File: src/hdl/fbpa_pkg.sv
// Shared types and constants of the fixed block pool allocator.
// Used by the top level and by the shared divider; depends on nothing.

package fbpa_pkg;

    localparam int ADDR_FIELD_W = 32;   // address ports and base register
    localparam int BYTES_W      = 16;   // block_bytes register
    localparam int COUNT_W      = 7;    // block count register and free_blocks
    localparam int SIZE_W       = 17;   // rounded block size, up to 65536
    localparam int TALLY_W      = 32;
    localparam int CFG_IDX_W    = 2;
    localparam int CFG_DATA_W   = 32;

    localparam int DEF_NUM_BLOCKS = 64;
    localparam int DEF_ADDR_WIDTH = 32;

    localparam logic [ADDR_FIELD_W-1:0] RST_BASE  = '0;
    localparam logic [BYTES_W-1:0]      RST_BYTES = 16'd16;
    localparam logic [COUNT_W-1:0]      RST_COUNT = 7'd64;

    localparam logic [CFG_IDX_W-1:0] CFG_BASE  = 2'd0;
    localparam logic [CFG_IDX_W-1:0] CFG_BYTES = 2'd1;
    localparam logic [CFG_IDX_W-1:0] CFG_COUNT = 2'd2;

    typedef enum logic [1:0] {
        OP_ALLOC = 2'd0,
        OP_FREE  = 2'd1,
        OP_OWNS  = 2'd2,
        OP_INIT  = 2'd3
    } t_op;

    typedef struct packed {
        logic                    start;
        logic [ADDR_FIELD_W-1:0] dividend;
        logic [SIZE_W-1:0]       divisor;
    } t_div_req;

    typedef struct packed {
        logic                    done;
        logic [ADDR_FIELD_W-1:0] quot;
        logic [SIZE_W-1:0]       rem;
    } t_div_rsp;

endpackage

File: src/hdl/fixed_block_pool_allocator_unit.sv
// Top level of the fixed block pool allocator: control, pool state, free stack and
// in-use map memories. Depends on fbpa_pkg and on the shared divider fbpa_div.
//
// Usage: a command (i_op, i_address) transfers at a rising edge with start high and
// busy low. Each command gives one result, shown for exactly one cycle with o_valid;
// the receiver cannot stall, and the next command may be issued in that cycle.
// The configuration registers are written through i_cfg_we / i_cfg_index / i_cfg_data;
// the user must write them only while the block is idle, which the block does not
// enforce. They take effect only on an initialize command.
// From the accepting edge to the result: initialize passes S_INIT; allocate from the
// never-used blocks passes S_MUL and S_ADD, and reuse of a freed block first passes
// S_POP (free-stack read) and S_MAP (in-use map read); ownership query and free wait
// in S_DIV for the 32-step divider that finds block index and alignment, and free adds
// a map read in S_MAP. Commands are handled one at a time, each after the last is done.
// A free or query below the pool base goes to S_FAIL without using the divider.
// Reset leaves the pool as if initialized from the reset register values (base 0,
// 16-byte blocks, 64 blocks capped at NUM_BLOCKS). No memory clearing pass is needed:
// map entries at or above the never-used mark read as free.

module fixed_block_pool_allocator_unit #(
    parameter int NUM_BLOCKS = fbpa_pkg::DEF_NUM_BLOCKS,
    parameter int ADDR_WIDTH = fbpa_pkg::DEF_ADDR_WIDTH
) (
    input  logic                              i_clk,
    input  logic                              i_rst_n,
    input  logic                              start,
    output logic                              busy,
    input  logic [1:0]                        i_op,
    input  logic [fbpa_pkg::ADDR_FIELD_W-1:0] i_address,
    output logic                              o_valid,
    output logic                              o_ok,
    output logic [fbpa_pkg::ADDR_FIELD_W-1:0] o_block_address,
    output logic [fbpa_pkg::COUNT_W-1:0]      o_free_blocks,
    output logic [fbpa_pkg::TALLY_W-1:0]      o_alloc_total,
    output logic [fbpa_pkg::TALLY_W-1:0]      o_free_total,
    output logic [fbpa_pkg::TALLY_W-1:0]      o_failure_total,
    input  logic                              i_cfg_we,
    input  logic [fbpa_pkg::CFG_IDX_W-1:0]    i_cfg_index,
    input  logic [fbpa_pkg::CFG_DATA_W-1:0]   i_cfg_data
);
    import fbpa_pkg::*;

    localparam int IDX_W  = (NUM_BLOCKS > 1) ? $clog2(NUM_BLOCKS) : 1;
    localparam int CNT_W  = $clog2(NUM_BLOCKS + 1);
    localparam int CMP_W  = (CNT_W > COUNT_W) ? CNT_W : COUNT_W;
    localparam int SUMC_W = CMP_W + 1;
    localparam int PROD_W = IDX_W + SIZE_W;
    localparam int SUM_W  = ADDR_FIELD_W + 1;
    localparam int INIT_W = SIZE_W + COUNT_W;
    localparam logic [64:0] AMASK = (65'd1 << ADDR_WIDTH) - 65'd1;
    localparam int RST_POOL = (int'(RST_COUNT) > NUM_BLOCKS) ? NUM_BLOCKS : int'(RST_COUNT);

    typedef enum logic [2:0] {
        S_IDLE,
        S_FAIL,
        S_INIT,
        S_POP,
        S_MAP,
        S_DIV,
        S_MUL,
        S_ADD
    } t_state;

    // Configuration registers.
    logic [ADDR_FIELD_W-1:0] r_cfg_base;
    logic [BYTES_W-1:0]      r_cfg_bytes;
    logic [COUNT_W-1:0]      r_cfg_count;

    // Control and pool state.
    t_state                  r_state,      n_state;
    t_op                     r_op,         n_op;
    logic [IDX_W-1:0]        r_idx,        n_idx;
    logic                    r_fresh_pick, n_fresh_pick;
    logic [ADDR_FIELD_W-1:0] r_pool_base,  n_pool_base;
    logic [SIZE_W-1:0]       r_pool_size,  n_pool_size;
    logic [COUNT_W-1:0]      r_pool_count, n_pool_count;
    logic [CNT_W-1:0]        r_depth,      n_depth;
    logic [CNT_W-1:0]        r_fresh,      n_fresh;
    logic [CNT_W-1:0]        r_free,       n_free;
    logic [TALLY_W-1:0]      r_alloc_n,    n_alloc_n;
    logic [TALLY_W-1:0]      r_rel_n,      n_rel_n;
    logic [TALLY_W-1:0]      r_fail_n,     n_fail_n;
    logic [PROD_W-1:0]       r_prod,       n_prod;
    logic                    r_valid,      n_valid;
    logic                    r_ok,         n_ok;
    logic [ADDR_FIELD_W-1:0] r_blk,        n_blk;

    // Memories and their ports.
    logic [IDX_W-1:0] stack_mem [NUM_BLOCKS];
    logic             map_mem   [NUM_BLOCKS];
    logic [IDX_W-1:0] r_stack_q;
    logic             r_map_q;
    logic             stack_we, stack_re, map_we, map_re, map_wd;
    logic [IDX_W-1:0] stack_wa, stack_ra, stack_wd, map_wa, map_ra;

    t_div_req div_req;
    t_div_rsp div_rsp;

    // Datapath helpers.
    logic [SIZE_W-1:0]       bytes_sum;
    logic [SIZE_W-1:0]       init_size;
    logic [INIT_W-1:0]       init_prod;
    logic                    init_pass;
    logic                    in_use;
    logic                    pop_have;
    logic                    fresh_avail;
    logic                    located;
    logic                    addr_low;
    logic [ADDR_FIELD_W-1:0] addr_off;
    logic [SUM_W-1:0]        alloc_sum;
    logic [SUM_W-1:0]        alloc_masked;

    assign bytes_sum = {1'b0, r_cfg_bytes} + SIZE_W'(3);
    assign init_size = {bytes_sum[SIZE_W-1:2], 2'b00};
    assign init_prod = INIT_W'(init_size) * INIT_W'(r_cfg_count);
    assign init_pass = (r_cfg_bytes >= BYTES_W'(4)) && (r_cfg_count != '0)
                    && (CMP_W'(r_cfg_count) <= CMP_W'(NUM_BLOCKS))
                    && (65'(init_prod) <= AMASK);

    // Entries at or above the never-used mark have not been written since init.
    assign in_use      = r_map_q && (CMP_W'(r_idx) < CMP_W'(r_fresh));
    assign pop_have    = (CMP_W'(r_idx) < CMP_W'(r_pool_count))
                      && (CMP_W'(r_idx) < CMP_W'(NUM_BLOCKS));
    assign fresh_avail = (CMP_W'(r_fresh) < CMP_W'(r_pool_count))
                      && (CMP_W'(r_fresh) < CMP_W'(NUM_BLOCKS));
    assign located     = (div_rsp.rem == '0)
                      && (div_rsp.quot < ADDR_FIELD_W'(r_pool_count))
                      && (div_rsp.quot < ADDR_FIELD_W'(NUM_BLOCKS));

    assign addr_low     = i_address < r_pool_base;
    assign addr_off     = i_address - r_pool_base;
    assign alloc_sum    = {1'b0, r_pool_base} + SUM_W'(r_prod);
    assign alloc_masked = alloc_sum & AMASK[SUM_W-1:0];

    fbpa_div u_div (
        .i_clk   (i_clk),
        .i_rst_n (i_rst_n),
        .i_req   (div_req),
        .o_rsp   (div_rsp)
    );

    always_comb begin
        n_state      = r_state;
        n_op         = r_op;
        n_idx        = r_idx;
        n_fresh_pick = r_fresh_pick;
        n_pool_base  = r_pool_base;
        n_pool_size  = r_pool_size;
        n_pool_count = r_pool_count;
        n_depth      = r_depth;
        n_fresh      = r_fresh;
        n_free       = r_free;
        n_alloc_n    = r_alloc_n;
        n_rel_n      = r_rel_n;
        n_fail_n     = r_fail_n;
        n_prod       = r_prod;
        n_valid      = 1'b0;
        n_ok         = 1'b0;
        n_blk        = '0;
        stack_we     = 1'b0;
        stack_wa     = IDX_W'(r_depth);
        stack_wd     = r_idx;
        stack_re     = 1'b0;
        stack_ra     = IDX_W'(r_depth - CNT_W'(1));
        map_we       = 1'b0;
        map_wa       = r_idx;
        map_wd       = 1'b0;
        map_re       = 1'b0;
        map_ra       = r_stack_q;
        div_req.start    = 1'b0;
        div_req.dividend = addr_off;
        div_req.divisor  = r_pool_size;

        case (r_state)
            S_IDLE: begin
                if (start) begin
                    n_op = t_op'(i_op);
                    case (t_op'(i_op))
                        OP_ALLOC: begin
                            if (r_depth != '0) begin
                                stack_re = 1'b1;
                                n_state  = S_POP;
                            end else if (fresh_avail) begin
                                n_idx        = IDX_W'(r_fresh);
                                n_fresh_pick = 1'b1;
                                n_state      = S_MUL;
                            end else begin
                                n_state = S_FAIL;
                            end
                        end
                        OP_FREE, OP_OWNS: begin
                            if (addr_low) begin
                                n_state = S_FAIL;
                            end else begin
                                div_req.start = 1'b1;
                                n_state       = S_DIV;
                            end
                        end
                        OP_INIT: n_state = S_INIT;
                        default: n_state = S_FAIL;
                    endcase
                end
            end
            S_FAIL: begin
                n_valid = 1'b1;
                if (r_op == OP_ALLOC || r_op == OP_FREE) begin
                    n_fail_n = r_fail_n + TALLY_W'(1);
                end
                n_state = S_IDLE;
            end
            S_INIT: begin
                n_valid = 1'b1;
                if (init_pass) begin
                    n_ok         = 1'b1;
                    n_pool_base  = r_cfg_base;
                    n_pool_size  = init_size;
                    n_pool_count = r_cfg_count;
                    n_depth      = '0;
                    n_fresh      = '0;
                    n_free       = CNT_W'(r_cfg_count);
                    n_alloc_n    = '0;
                    n_rel_n      = '0;
                    n_fail_n     = '0;
                end
                n_state = S_IDLE;
            end
            S_POP: begin
                n_idx        = r_stack_q;
                n_fresh_pick = 1'b0;
                map_re       = 1'b1;
                map_ra       = r_stack_q;
                n_state      = S_MAP;
            end
            S_DIV: begin
                if (div_rsp.done) begin
                    if (r_op == OP_OWNS) begin
                        n_valid = 1'b1;
                        n_ok    = located;
                        n_state = S_IDLE;
                    end else if (located) begin
                        n_idx   = div_rsp.quot[IDX_W-1:0];
                        map_re  = 1'b1;
                        map_ra  = div_rsp.quot[IDX_W-1:0];
                        n_state = S_MAP;
                    end else begin
                        n_state = S_FAIL;
                    end
                end
            end
            S_MAP: begin
                if (r_op == OP_ALLOC) begin
                    // The pop is committed whether or not the block can be handed out.
                    n_depth = r_depth - CNT_W'(1);
                    if (pop_have && !in_use) begin
                        n_state = S_MUL;
                    end else begin
                        n_state = S_FAIL;
                    end
                end else if (in_use && (r_depth < CNT_W'(NUM_BLOCKS))) begin
                    map_we   = 1'b1;
                    map_wd   = 1'b0;
                    stack_we = 1'b1;
                    n_depth  = r_depth + CNT_W'(1);
                    n_free   = r_free + CNT_W'(1);
                    n_rel_n  = r_rel_n + TALLY_W'(1);
                    n_valid  = 1'b1;
                    n_ok     = 1'b1;
                    n_state  = S_IDLE;
                end else begin
                    n_state = S_FAIL;
                end
            end
            S_MUL: begin
                n_prod  = PROD_W'(r_idx) * PROD_W'(r_pool_size);
                n_state = S_ADD;
            end
            S_ADD: begin
                map_we    = 1'b1;
                map_wd    = 1'b1;
                if (r_fresh_pick) begin
                    n_fresh = r_fresh + CNT_W'(1);
                end
                n_free    = r_free - CNT_W'(1);
                n_alloc_n = r_alloc_n + TALLY_W'(1);
                n_valid   = 1'b1;
                n_ok      = 1'b1;
                n_blk     = alloc_masked[ADDR_FIELD_W-1:0];
                n_state   = S_IDLE;
            end
            default: n_state = S_IDLE;
        endcase
    end

    always_ff @(posedge i_clk) begin
        if (!i_rst_n) begin
            r_state      <= S_IDLE;
            r_op         <= OP_ALLOC;
            r_fresh_pick <= 1'b0;
            r_cfg_base   <= RST_BASE;
            r_cfg_bytes  <= RST_BYTES;
            r_cfg_count  <= RST_COUNT;
            r_pool_base  <= RST_BASE;
            r_pool_size  <= SIZE_W'(RST_BYTES);
            r_pool_count <= COUNT_W'(RST_POOL);
            r_depth      <= '0;
            r_fresh      <= '0;
            r_free       <= CNT_W'(RST_POOL);
            r_alloc_n    <= '0;
            r_rel_n      <= '0;
            r_fail_n     <= '0;
            r_valid      <= 1'b0;
        end else begin
            r_state      <= n_state;
            r_op         <= n_op;
            r_fresh_pick <= n_fresh_pick;
            r_pool_base  <= n_pool_base;
            r_pool_size  <= n_pool_size;
            r_pool_count <= n_pool_count;
            r_depth      <= n_depth;
            r_fresh      <= n_fresh;
            r_free       <= n_free;
            r_alloc_n    <= n_alloc_n;
            r_rel_n      <= n_rel_n;
            r_fail_n     <= n_fail_n;
            r_valid      <= n_valid;
            if (i_cfg_we) begin
                case (i_cfg_index)
                    CFG_BASE:  r_cfg_base  <= i_cfg_data[ADDR_FIELD_W-1:0];
                    CFG_BYTES: r_cfg_bytes <= i_cfg_data[BYTES_W-1:0];
                    CFG_COUNT: r_cfg_count <= i_cfg_data[COUNT_W-1:0];
                    default: ;
                endcase
            end
        end
        r_idx  <= n_idx;
        r_prod <= n_prod;
        r_ok   <= n_ok;
        r_blk  <= n_blk;
    end

    always_ff @(posedge i_clk) begin
        if (stack_we) begin
            stack_mem[stack_wa] <= stack_wd;
        end
        if (stack_re) begin
            r_stack_q <= stack_mem[stack_ra];
        end
    end

    always_ff @(posedge i_clk) begin
        if (map_we) begin
            map_mem[map_wa] <= map_wd;
        end
        if (map_re) begin
            r_map_q <= map_mem[map_ra];
        end
    end

    assign busy            = (r_state != S_IDLE);
    assign o_valid         = r_valid;
    assign o_ok            = r_ok;
    assign o_block_address = r_blk;
    assign o_free_blocks   = COUNT_W'(r_free);
    assign o_alloc_total   = r_alloc_n;
    assign o_free_total    = r_rel_n;
    assign o_failure_total = r_fail_n;

    // A result transfer only happens once the command is finished.
    a_valid_idle: assert property (@(posedge i_clk) disable iff (!i_rst_n)
        o_valid |-> !busy)
        else $error("result strobe while a command is still in progress");

    // Every accepted command leaves idle, so busy is high in the cycle after acceptance.
    a_accept_busy: assert property (@(posedge i_clk) disable iff (!i_rst_n)
        (start && !busy) |=> busy)
        else $error("accepted command did not leave idle");

    // Between commands: free blocks = pool - handed-out-ever + returned to stack.
    a_tally: assert property (@(posedge i_clk) disable iff (!i_rst_n)
        (r_state == S_IDLE) |->
        (SUMC_W'(r_free) + SUMC_W'(r_fresh) == SUMC_W'(r_pool_count) + SUMC_W'(r_depth)))
        else $error("free count disagrees with stack depth and never-used mark");

    // Only blocks that were handed out can sit on the free stack.
    a_depth: assert property (@(posedge i_clk) disable iff (!i_rst_n)
        r_depth <= r_fresh)
        else $error("free stack deeper than the number of blocks ever used");

endmodule

File: src/hdl/fbpa_div.sv
// Restoring divider, one quotient bit per cycle, for the pool offset checks.
// Depends on fbpa_pkg for the request and response structs.

module fbpa_div (
    input  logic               i_clk,
    input  logic               i_rst_n,
    input  fbpa_pkg::t_div_req i_req,
    output fbpa_pkg::t_div_rsp o_rsp
);
    import fbpa_pkg::*;

    localparam int CNT_W = $clog2(ADDR_FIELD_W);
    localparam logic [CNT_W-1:0] LAST_STEP = CNT_W'(ADDR_FIELD_W - 1);

    logic                    r_busy;
    logic                    r_done;
    logic [CNT_W-1:0]        r_cnt;
    logic [ADDR_FIELD_W-1:0] r_quot;
    logic [SIZE_W-1:0]       r_rem;
    logic [SIZE_W-1:0]       r_dsr;

    logic [SIZE_W:0] trial;
    logic [SIZE_W:0] diff;

    assign trial = {r_rem, r_quot[ADDR_FIELD_W-1]};
    assign diff  = trial - {1'b0, r_dsr};

    always_ff @(posedge i_clk) begin
        if (!i_rst_n) begin
            r_busy <= 1'b0;
            r_done <= 1'b0;
            r_cnt  <= '0;
        end else begin
            r_done <= 1'b0;
            if (i_req.start) begin
                r_busy <= 1'b1;
                r_cnt  <= '0;
                r_quot <= i_req.dividend;
                r_rem  <= '0;
                r_dsr  <= i_req.divisor;
            end else if (r_busy) begin
                // The partial remainder stays below the divisor, so the
                // difference fits in the remainder width whenever it is kept.
                if (!diff[SIZE_W]) begin
                    r_rem  <= diff[SIZE_W-1:0];
                    r_quot <= {r_quot[ADDR_FIELD_W-2:0], 1'b1};
                end else begin
                    r_rem  <= trial[SIZE_W-1:0];
                    r_quot <= {r_quot[ADDR_FIELD_W-2:0], 1'b0};
                end
                r_cnt <= r_cnt + CNT_W'(1);
                if (r_cnt == LAST_STEP) begin
                    r_busy <= 1'b0;
                    r_done <= 1'b1;
                end
            end
        end
    end

    assign o_rsp.done = r_done;
    assign o_rsp.quot = r_quot;
    assign o_rsp.rem  = r_rem;

endmodule
File: config.mk
export PLATFORM = sky130hd
export DESIGN_NAME = fixed_block_pool_allocator_unit
export DESIGN_NICKNAME = d
export VERILOG_FILES = /design/src/hdl/fbpa_pkg.sv /design/src/hdl/fixed_block_pool_allocator_unit.sv /design/src/hdl/fbpa_div.sv
export SDC_FILE = /design/constraint.sdc
export NUM_CORES = 2
export LEC_CHECK = 0
export ABC_CLOCK_PERIOD_IN_PS = 5940
export BUFFER_PORTS_ARGS = -buffer_cell sky130_fd_sc_hd__buf_2
export CAP_MARGIN = 20
export CELL_PAD_IN_SITES_DETAIL_PLACEMENT = 1
export CELL_PAD_IN_SITES_GLOBAL_PLACEMENT = 1
export CORE_MARGIN = 3
export CORE_UTILIZATION = 39
export CTS_BUF_LIST = sky130_fd_sc_hd__clkbuf_16
export DETAILED_ROUTE_END_ITERATION = 16
export PLACE_DENSITY_LB_ADDON = 0.05
export SYNTH_ARGS = -nofsm -noshare
export SYNTH_HDL_FRONTEND = slang
export SYNTH_SLANG_ARGS = --single-unit
File: constraint.sdc
create_clock -name i_clk -period 5.94 [get_ports i_clk]
set_input_delay 1.188 -clock i_clk [delete_from_list [all_inputs] [get_ports i_clk]]
set_output_delay 1.188 -clock i_clk [all_outputs]
set_load 0.005 [all_outputs]
==> results_dict.tcl <==
set metrics [dict create \
    status "finished clean" \
    multi_input_area_sq_mm 0.0167 \
    port_buffers 209 \
    cp.required_ns 6.35 \
    insertion_delay_ns 0.67 \
    seq_area_sq_mm 0.0219 \
    ant_nets 0 \
    drtPass1Iterations 5 \
    fmax_mhz 190 \
    drcViolationCount 0 \
    crit_slowest_cell "o41ai_1" \
    powerDensity_mw_per_mm2 369 \
    max_stage_delay_ns 0.60 \
    grt.overflow.total 0 \
    viasPerCell 5.39 \
    grt_pass1_wl_microns 183000 \
    synth_cells 3455 \
    post-route-period-util_pct 88.4 \
    hold_viol 0 \
    clkTransAtPathRegs_ns 0.06 \
    clock_skew_ns 0.0232 \
    synthSimpleGateAreaFrac_pct 14.3 \
    cts_made_buffers 94 \
    die_y_microns 325 \
    antenna_found_initial 6 \
    synth_fa_ha_area_share_pct 7.12 \
    routed_wl_microns 119000 \
    syn_to_final_growth_pct 14.2 \
    startpoint "map_wa[1]$_DFFE_PP_" \
    crit_path_end "r_prod[22]$_DFFE_PP_" \
    finalMaxSlewViolations 0 \
    drt-initial-drc-count 1499 \
    arrival_ns 5.66 \
    cap_viol_max_count 0 \
    layoutNonFillerInstCount 5091 \
    die_x_microns 325 \
    synth_enable_flop_cells 546 \
    r2r_start "map_wa[1]$_DFFE_PP_" \
    dp_cells 4910 \
    die_area_sq_mm 0.106 \
    hpwlAfterDp_microns 85200 \
    hold_path_class "reg2reg" \
    placement.cell_area_sq_mm 0.0423 \
    ys_types 81 \
    mostFrequentLayoutCell "edfxtp_1" \
    fillers 10778 \
    synthMuxAreaShare_pct 8.49 \
    cts.path.max_buffers 3 \
    initial_utilization_pct 39.5 \
    fin_tns_setup_ns 0 \
    irDropWorstVdd_mv 0.235 \
    cts.sinks 819 \
    max_slew_margin_pct 29.4 \
    syn_area_sq_mm 0.0397 \
    path_cells "buf_4, nand2_1, fa_1, fa_1, fa_1, inv_1, ha_1, nand2_1, o21ai_0, o41ai_1, o21ai_0, o21a_1, nand4_1, nand3_1, o41ai_1, xnor2_1" \
    crit_fanout 41 \
    criticalPathCategory "reg2reg" \
    cts_tree "done" \
    ios 210 \
    tightestPinTransition_ns 1.06 \
    async_flop_share_pct 0 \
    synth_top_family_by_area "simple AND/OR/NAND/NOR gates" \
    gp_congestion 0.833 \
    rr_worst_depth 16 \
    worstReg2RegEnd "r_prod[22]$_DFFE_PP_" \
    grtUsageTotal_pct 22.3 \
    rows 116 \
    path_common_cell "fa_1" \
    yosysSeqAreaShare_pct 55.0 \
    period_minus_slack_ns 5.25 \
    synth_xor_area_share_pct 3.31 \
    critPathLaunchType "register" \
    synth_compound_area_share_pct 8.64 \
    leakage_nw 16.4 \
    htreeDepth 3 \
    syn_nets 3719 \
    nNetsFinal 3914 \
    synth-main-ff-cell "edfxtp_1" \
    final_cell_mix "edfxtp_1 (546), nand2_1 (424), nor2_1 (374), dfxtp_1 (272), buf_2 (209)" \
    vias 27421 \
    stdcell_area_sq_mm 0.0454 \
    grt_pass1_vias 29436 \
    routedWlPerCell_microns 23.3 \
    root_buffer "clkbuf_16" \
    drive_above_1_share_pct 15.0 \
    finalSetupViolCount 0 \
    fp.coreArea_sq_mm 0.101 \
    ys_seq_elements 819 \
    syn_avg_cell_area_sq_um 11.5 \
    rsz0062_at_grt "false" \
    r2r_slack_ns 0.69 \
    ys_warn_count 0 \
    cp-end-kind "register" \
    grt_max_degree 125 \
]
[synthesized netlist by cell type, types with 25 or more instances]
cell | count | area [sq um]
edfxtp_1 | 546 | 16400
nand2_1 | 425 | 1600
nor2_1 | 375 | 1410
dfxtp_1 | 273 | 5470
a21oi_1 | 199 | 996
inv_1 | 172 | 646
ha_1 | 135 | 1690
mux4_2 | 120 | 2700
clkbuf_1 | 109 | 409
o21ai_0 | 106 | 531
nand3_1 | 105 | 526
xnor2_1 | 83 | 727
xor2_1 | 67 | 587
a211oi_1 | 60 | 450
fa_1 | 57 | 1140
and2_1 | 53 | 332
mux2i_1 | 47 | 470
nor3_1 | 46 | 230
a21o_1 | 44 | 330
nand4_1 | 40 | 250
nand2b_1 | 33 | 206
nor2b_1 | 28 | 175
o21a_1 | 28 | 210
or3_1 | 25 | 156
[cell families after synthesis]
logic type	Yosys count
compound gates	545
xor+xnor	150
fa+ha+maj	192
buf+inv	324
flops	819
mux	185
simple gates	1240
[worst min-delay path by stage]
stage | start | end | slack (ns) | cells after the start
after floorplan | r_cfg_base[30]$_SDFFE_PN0P_ | r_pool_base[30]$_SDFFE_PN0P_ | 0.43 | 2
after global placement | r_cfg_base[15]$_SDFFE_PN0P_ | r_cfg_base[15]$_SDFFE_PN0P_ | 0.45 | 2
after detailed placement | r_cfg_base[14]$_SDFFE_PN0P_ | r_cfg_base[14]$_SDFFE_PN0P_ | 0.45 | 2
after global routing | r_pool_count[1]$_SDFFE_PN0P_ | r_pool_count[1]$_SDFFE_PN0P_ | 0.47 | 2
after CTS | r_pool_count[4]$_SDFFE_PN0P_ | r_pool_count[4]$_SDFFE_PN0P_ | 0.46 | 2
final | r_pool_count[1]$_SDFFE_PN0P_ | r_pool_count[1]$_SDFFE_PN0P_ | 0.46 | 2
[routing by layer]
layer  wire (microns)  GRT usage [%]  vias to the layer above  part of all wire [%]
met5               13              0                        -                 0.011
met4             2940           6.40                        2                   2.5
met3             4290           3.22                      149                   3.6
met2            60900           40.0                      434                    51
met1            50400           27.8                    13977                    42
li1                 -              -                    12859                     -
[registers in the layout, summed over array words and instances, names as in the netlist, 16 cells and up]
name and flops:
stack_mem 384, map_mem 64, o_alloc_total 32, o_block_address 32, o_failure_total 32, o_free_total 32
r_cfg_base 32, r_pool_base 32, u_div.r_quot 32, r_prod 21, u_div.r_rem 17, r_cfg_bytes 16
[critical path, delay by kind of cell (launching register included)]
kind,cells,cell delay (ns)
AOI/OAI and AO/OA,5,1.63
buffers and inverters,2,0.53
xor gates and xnor gates,1,0.10
adders and majority gates,4,1.85
and+or+nand+nor,4,0.42
DFF,1,0.43
[through the flow]
stage          worst slack [ns]  util [%]  hold WS, ns  power [mW]
6_report                  0.688      45.1        0.458        16.8
4_1_cts                   0.466      45.1        0.457        17.0
2_1_floorplan           -0.0537         -        0.432        9.64
3_3_place_gp              0.642      42.1        0.449        11.1
5_1_grt                   0.194      45.1        0.471        17.6
3_5_place_dp              0.467      42.1        0.451        11.2
[final cells by class]
class | instances | share of cell area, %
Inverter | 173 | 1.44
Clock inverter | 79 | 1.29
Sequential cell | 819 | 48.2
Tap cell | 1357 | 3.74
Multi-Input combinational cell | 2312 | 36.9
Timing Repair Buffer | 250 | 3.08
Clock buffer | 98 | 5.40
Antenna cell | 3 | 0.0165
[report_power, final]
group | total, mW | switching (mW) | leakage, nW | internal [mW]
clock network | 5.69 | 2.40 | 1.60 | 3.29
logic | 4.35 | 2.70 | 7.77 | 1.66
registers | 6.72 | 0.225 | 7.00 | 6.50
total | 16.8 | 5.32 | 16.4 | 11.4
[what timing repair did]
| item | in CTS | in global routing |
|---|---|---|
| setup endpoints to repair | 0 | 1 |
| buffers inserted | 0 | 0 |
| hold buffers | 0 | 0 |
| resized for setup | 0 | 1 |
(Power assumes the default switching activity.)
